## src/hdl/mtg_pkg.sv

```systemverilog
// ----------------------------------------------------------------------------
// mtg_pkg
// Types and constants shared by the generator controller and datapath.
// ----------------------------------------------------------------------------
`default_nettype none
package mtg_pkg;

  localparam int unsigned StoreLen = 624;
  localparam int unsigned ShiftPos = 397;
  localparam int unsigned IdxW     = 10;

  localparam logic [31:0] TwistMat    = 32'h9908B0DF;
  localparam logic [31:0] TemperB     = 32'h9D2C5680;
  localparam logic [31:0] TemperC     = 32'hEFC60000;
  localparam logic [31:0] SeedMul     = 32'd69069;
  localparam logic [31:0] DefaultSeed = 32'd4357;
  localparam logic [31:0] UpperBit    = 32'h80000000;
  localparam logic [31:0] LowerBits   = 32'h7FFFFFFF;

  localparam logic [1:0] CmdSeed   = 2'd0;
  localparam logic [1:0] CmdDraw   = 2'd1;
  localparam logic [1:0] CmdRanged = 2'd2;

  // Commands from controller to datapath.
  typedef struct packed {
    logic       load_in;    // capture input fields
    logic       fill_start; // load first seed word (use_default selects default seed)
    logic       use_default;
    logic       fill_step;  // write one seed word, advance
    logic       tw_rd0;     // twist: issue read of word i
    logic       tw_rd1;     // twist: issue read of word i+1
    logic       tw_rd2;     // twist: issue read of word i+397
    logic       tw_wr;      // twist: write word i, advance
    logic       tw_start;   // clear twist pointer
    logic       dr_rd;      // draw: read word at index
    logic       dr_temper;  // draw: temper read data
    logic       mod_start;  // start remainder unit
    logic       mod_step;   // one remainder bit
    logic       finish;     // produce result
    logic       zero_out;   // result is zero
  } mtg_cmd_t;

  // Status from datapath to controller.
  typedef struct packed {
    logic fill_done;
    logic tw_done;
    logic mod_done;
    logic exhausted;
  } mtg_stat_t;

endpackage
`default_nettype wire

```

## src/hdl/mtg_control.sv

```systemverilog
// ----------------------------------------------------------------------------
// mtg_control
// Sequencer for seed, twist, draw and remainder steps.
// ----------------------------------------------------------------------------
`default_nettype none
module mtg_control
  import mtg_pkg::*;
(
  input  wire logic       clk,
  input  wire logic       rst,
  input  wire logic       start,
  input  wire logic [1:0] command,
  input  wire logic       enabled,
  input  wire mtg_stat_t  stat,
  input  wire logic       ranged,
  output logic            busy,
  output mtg_cmd_t        cmd,
  output logic            strobe
);

  localparam logic [3:0] S_IDLE = 4'd0;
  localparam logic [3:0] S_DEC  = 4'd1;
  localparam logic [3:0] S_FILL = 4'd2;
  localparam logic [3:0] S_TW0  = 4'd3;
  localparam logic [3:0] S_TW1  = 4'd4;
  localparam logic [3:0] S_TW2  = 4'd5;
  localparam logic [3:0] S_TW3  = 4'd6;
  localparam logic [3:0] S_RD   = 4'd7;
  localparam logic [3:0] S_TMP  = 4'd8;
  localparam logic [3:0] S_MOD0 = 4'd9;
  localparam logic [3:0] S_MOD  = 4'd10;
  localparam logic [3:0] S_FIN  = 4'd11;
  localparam logic [3:0] S_ZERO = 4'd12;

  logic [3:0] state, state_next;
  logic [1:0] cmd_r;
  logic       seeded, is_draw;

  always_comb begin
    state_next = state;
    cmd = '0;
    is_draw = 1'b0;
    case (state)
      S_IDLE: begin
        if (start) begin
          cmd.load_in = 1'b1;
          state_next  = S_DEC;
        end
      end
      S_DEC: begin
        if (cmd_r == CmdSeed) begin
          if (enabled) begin
            cmd.fill_start = 1'b1;
            state_next = S_FILL;
          end else begin
            state_next = S_IDLE;
          end
        end else if (cmd_r == CmdDraw || cmd_r == CmdRanged) begin
          if (!enabled) state_next = S_ZERO;
          else if (stat.exhausted && !seeded) begin
            cmd.fill_start  = 1'b1;
            cmd.use_default = 1'b1;
            state_next = S_FILL;
          end else if (stat.exhausted) begin
            cmd.tw_start = 1'b1;
            state_next = S_TW0;
          end else begin
            state_next = S_RD;
          end
        end else begin
          state_next = S_IDLE;
        end
      end
      S_FILL: begin
        cmd.fill_step = 1'b1;
        is_draw = (cmd_r != CmdSeed);
        // The pointer wraps to zero on the last word, ready for the twist.
        if (stat.fill_done) begin
          if (is_draw) begin
            state_next = S_TW0;
          end else begin
            state_next = S_IDLE;
          end
        end
      end
      // Three reads then a write per twisted word.
      S_TW0: begin cmd.tw_rd0 = 1'b1; state_next = S_TW1; end
      S_TW1: begin cmd.tw_rd1 = 1'b1; state_next = S_TW2; end
      S_TW2: begin cmd.tw_rd2 = 1'b1; state_next = S_TW3; end
      S_TW3: begin
        cmd.tw_wr = 1'b1;
        state_next = stat.tw_done ? S_RD : S_TW0;
      end
      S_RD: begin
        cmd.dr_rd = 1'b1;
        state_next = S_TMP;
      end
      S_TMP: begin
        cmd.dr_temper = 1'b1;
        state_next = ranged ? S_MOD0 : S_FIN;
      end
      S_MOD0: begin
        cmd.mod_start = 1'b1;
        state_next = S_MOD;
      end
      S_MOD: begin
        cmd.mod_step = 1'b1;
        if (stat.mod_done) state_next = S_FIN;
      end
      S_FIN: begin
        cmd.finish = 1'b1;
        state_next = S_IDLE;
      end
      S_ZERO: begin
        cmd.finish   = 1'b1;
        cmd.zero_out = 1'b1;
        state_next   = S_IDLE;
      end
      default: state_next = S_IDLE;
    endcase
  end

  always_ff @(posedge clk) begin
    if (rst) begin
      state  <= S_IDLE;
      seeded <= 1'b0;
      strobe <= 1'b0;
    end else begin
      state  <= state_next;
      strobe <= cmd.finish;
      if (cmd.fill_start) seeded <= 1'b1;
      if (cmd.load_in) cmd_r <= command;
    end
  end

  assign busy = (state != S_IDLE);

endmodule
`default_nettype wire
```

## config.mk

```make
export PLATFORM = sky130hd
export DESIGN_NAME = mtg_control
export DESIGN_NICKNAME = d
export VERILOG_FILES = /design/src/hdl/mtg_pkg.sv /design/src/hdl/mtg_control.sv
export SDC_FILE = /design/constraint.sdc
export NUM_CORES = 1
export LEC_CHECK = 0
export BUFFER_PORTS_ARGS = -buffer_cell sky130_fd_sc_hd__buf_4
export CORE_AREA = 2 2 39 41
export DETAILED_ROUTE_END_ITERATION = 10
export DIE_AREA = 0 0 41 43
export PLACE_DENSITY_LB_ADDON = 0.2
export RECOVER_POWER = 25
export SLEW_MARGIN = 10
export SYNTH_ARGS = -nofsm -noshare
export SYNTH_HDL_FRONTEND = slang
export SYNTH_SLANG_ARGS = --single-unit
```

## constraint.sdc

```tcl
create_clock -name clk -period 3.14 [get_ports clk]
set_input_delay 0.471 -clock clk [delete_from_list [all_inputs] [get_ports clk]]
set_output_delay 0.471 -clock clk [all_outputs]
set_load 0.05 [all_outputs]
```

==> run_results.csv <==
group,metric,value,unit
status,outcome,"finished, final reports clean",
critical_path,critical_path_required,2.67,ns
cts,cts_root_buf,"clkbuf_4",
flow_run,drv_cap,0,
floorplan,start_util,44.3,%
synthesis,syn-cell-area,613,sq um
critical_path,cp_max_fo,17,
timing,setup_viol,0,
cts,clock_sinks,8,
timing,slew_headroom,59.9,%
synthesis,synth_flop_cell,"dfxtp_1",
global_route,grt_pass1_wl,2180,um
pwr,totalPowerFinal,0.000582,W
cells_and_area,layout.nets,124,
timing,whs,0.410,ns
timing,rsz0062_at_grt,"no",
critical_path,critPathKind,"register to output port",
synthesis,synth_edf_count,2,
route,vias_per_cell,5.26,
pwr,power_density,721,nW/um^2
pwr,p_sw,0.000297,W
route,ant_nets,0,
worst_hold_path,min_path_type,"input pin to register",
pwr,pwr-share-seq,30.1,%
synthesis,synth_top_area_share,19.6,%
cells_and_area,antenna_cells,0,
synthesis,ys_warn_count,0,
cts,clk_latency,0.26,ns
cts,path_clk_slew,0.06,ns
global_route,overflow,0,
timing,drv_slew,0,
global_route,grt_pass1_vias,521,
cells_and_area,multi_input_area,357,sq um
global_route,grt_max_degree,22,
cts,cts_max_level,1,
floorplan,io_pins,28,
cts,cts_made_buffers,3,
floorplan,die_y,43,um
cts,cts_resized,0,
cts,post_cts_buffers,0,
synthesis,synthCells,86,
timing,min_period,2.37,ns
global_route,grt_usage,18.3,%
floorplan,dieArea,1760,sq um
cts,hold_buffers,0,
route,routed_wl,1410,um
synthesis,synth_commonest_cells,"12 x nor2_1, 11 x nand2_1, 7 x a21oi_1, 7 x inv_1, 6 x dfxtp_1",
cells_and_area,drive_gt1_share,26.1,%
timing,max_freq,422,MHz
cells_and_area,regArea,180,sq um
placement,place.gp.congestion,0.814,
pwr,peakVddDrop,0.296,mV
global_route,antenna_found_initial,0,
synthesis,synth_nets,98,
critical_path,end_kind,"output port",
cells_and_area,fillers,139,
synthesis,synth_largest_area_cell,"dfxtp_1",
floorplan,die-width,41,um
critical_path,cp-start-kind,"register",
floorplan,core-area,1380,sq um
pwr,power.leakage,0.369,nW
pwr,power_frac_comb,55.3,%
timing,worst_pin_slew,0.601,ns
route,firstDrtPassIters,4,
route,via_count,668,
synthesis,syn_avg_cell_area,7.13,sq um
route,wire_per_inst,11.1,um
pwr,p_int,0.000286,W
placement,numPortBuffers,27,
route,drt-initial-drc-count,13,
timing,clock_skew,0.00771,ns
timing,final-hold-violation-count,0,
pwr,switching_share,50.9,%
timing,min_period_over_period,75.4,%
synthesis,synth.most_common_cell,"nor2_1",
placement,dpl.hpwl,1090,um
route,drc,0,
pwr,clockPowerShare,14.6,%
synthesis,yosysSeqAreaShare,29.4,%
synthesis,async_reset_ff_share,0,%
floorplan,rows,14,
cts,cts_tree,"done",
synthesis,ys_types,30,
synthesis,ys_seq_elements,8,
cts,ctsLongestPathBuffers,2,
cells_and_area,syn_to_final_growth,31.8,%
timing,tns,0,ns
synthesis,synthTopCellsByArea,"dfxtp_1 20%, edfxtp_1 9.8%, nor2_1 7.3%",
critical_path,crit_arrival,1.90,ns
==> area by class of cell <==
cell class	instances	area share (%)
Multi-Input combinational cell	65	44.1
Timing Repair Buffer	27	24.6
Sequential cell	8	22.3
Clock buffer	4	3.25
Inverter	7	3.25
Tap cell	16	2.48
==> power by group through the flow <==
stage	sequential, W	clock (W)	combinational (W)
finish	0.000175	0.0000850	0.000322
global route	0.000183	0.0000960	0.000346
CTS	0.000179	0.0000896	0.000331
detailed placement	0.000182	0	0.000330
global placement	0.000183	0	0.000329
floorplan	0.000140	0	0.000297
==> worst max-delay path, stage by stage, from the launching register on <==
cell     delay (ns)
dfxtp_1        0.47
nor4b_1        0.53
nand2_1        0.17
nor3b_1        0.24
buf_4          0.23
==> path summary, 6_finish.rpt <==
| check | startpoint | end | slack (ns) | depth (start not counted) |
|---|---|---|---|---|
| max reg2reg | state[2] | state[0] | 1.52 | 4 |
| max | state[2] | cmd[12] | 0.77 | 4 |
| min | command[1] | cmd_r[1] | 0.41 | 1 |
| min reg2reg | seeded | seeded | 0.51 | 2 |
==> flip-flops by register name, indices dropped and copies added, names as in the netlist <==
signal	cells
state	4
cmd_r	2
seeded	1
strobe	1
==> layout by cell type, fill, tap and decap left out, drive strengths merged <==
master,Yosys,layout
nand3,2,2
nand2b,1,1
nand2,11,11
a32oi,1,1
inv,7,7
nor2b,1,1
a21o,1,1
clkbuf,1,7
nor4b,1,1
edfxtp,2,2
a211oi,1,1
ha,1,1
nor2,12,12
o31a,1,1
a211o,1,1
nor3,5,5
o22a,1,1
and3,2,2
buf,5,24
and2b,1,1
o31ai,1,1
nand4,1,1
a21oi,7,7
nor3b,4,4
o21ai,5,5
o41ai,1,1
dfxtp,6,6
a31oi,1,1
and2,2,2
==> per-stage QoR <==
step                utilization, %  area (sq um)  cells  setup WS [ns]
finish                        58.4           808    127          0.771
global route                  58.4           808    127          0.630
CTS                           59.8           827    127          0.971
detailed placement            57.9           801    123           1.27
global placement              57.9           801    123           1.30
floorplan                        -           613     86          0.666
==> kinds of logic (layout without fill, tap and decap cells) <==
group                      after synthesis  after routing  synth area share, %
and+or+nand+nor                         43             43                 36.9
AOI/OAI and AO/OA                       21             21                 21.6
buffers and inverters                   13             38                 10.0
DFF                                      8              8                 29.4
adders and majority gates                1              1                 2.04
==> per-layer routing <==
layer	routed length (um)	global-route usage, %	vias to the layer above
met2	688	25.3	23
met4	11	8.00	0
li1	-	-	351
met5	0	0	-
met3	90	6.81	2
met1	617	24.7	292
Power figures use the tool's default switching activity.
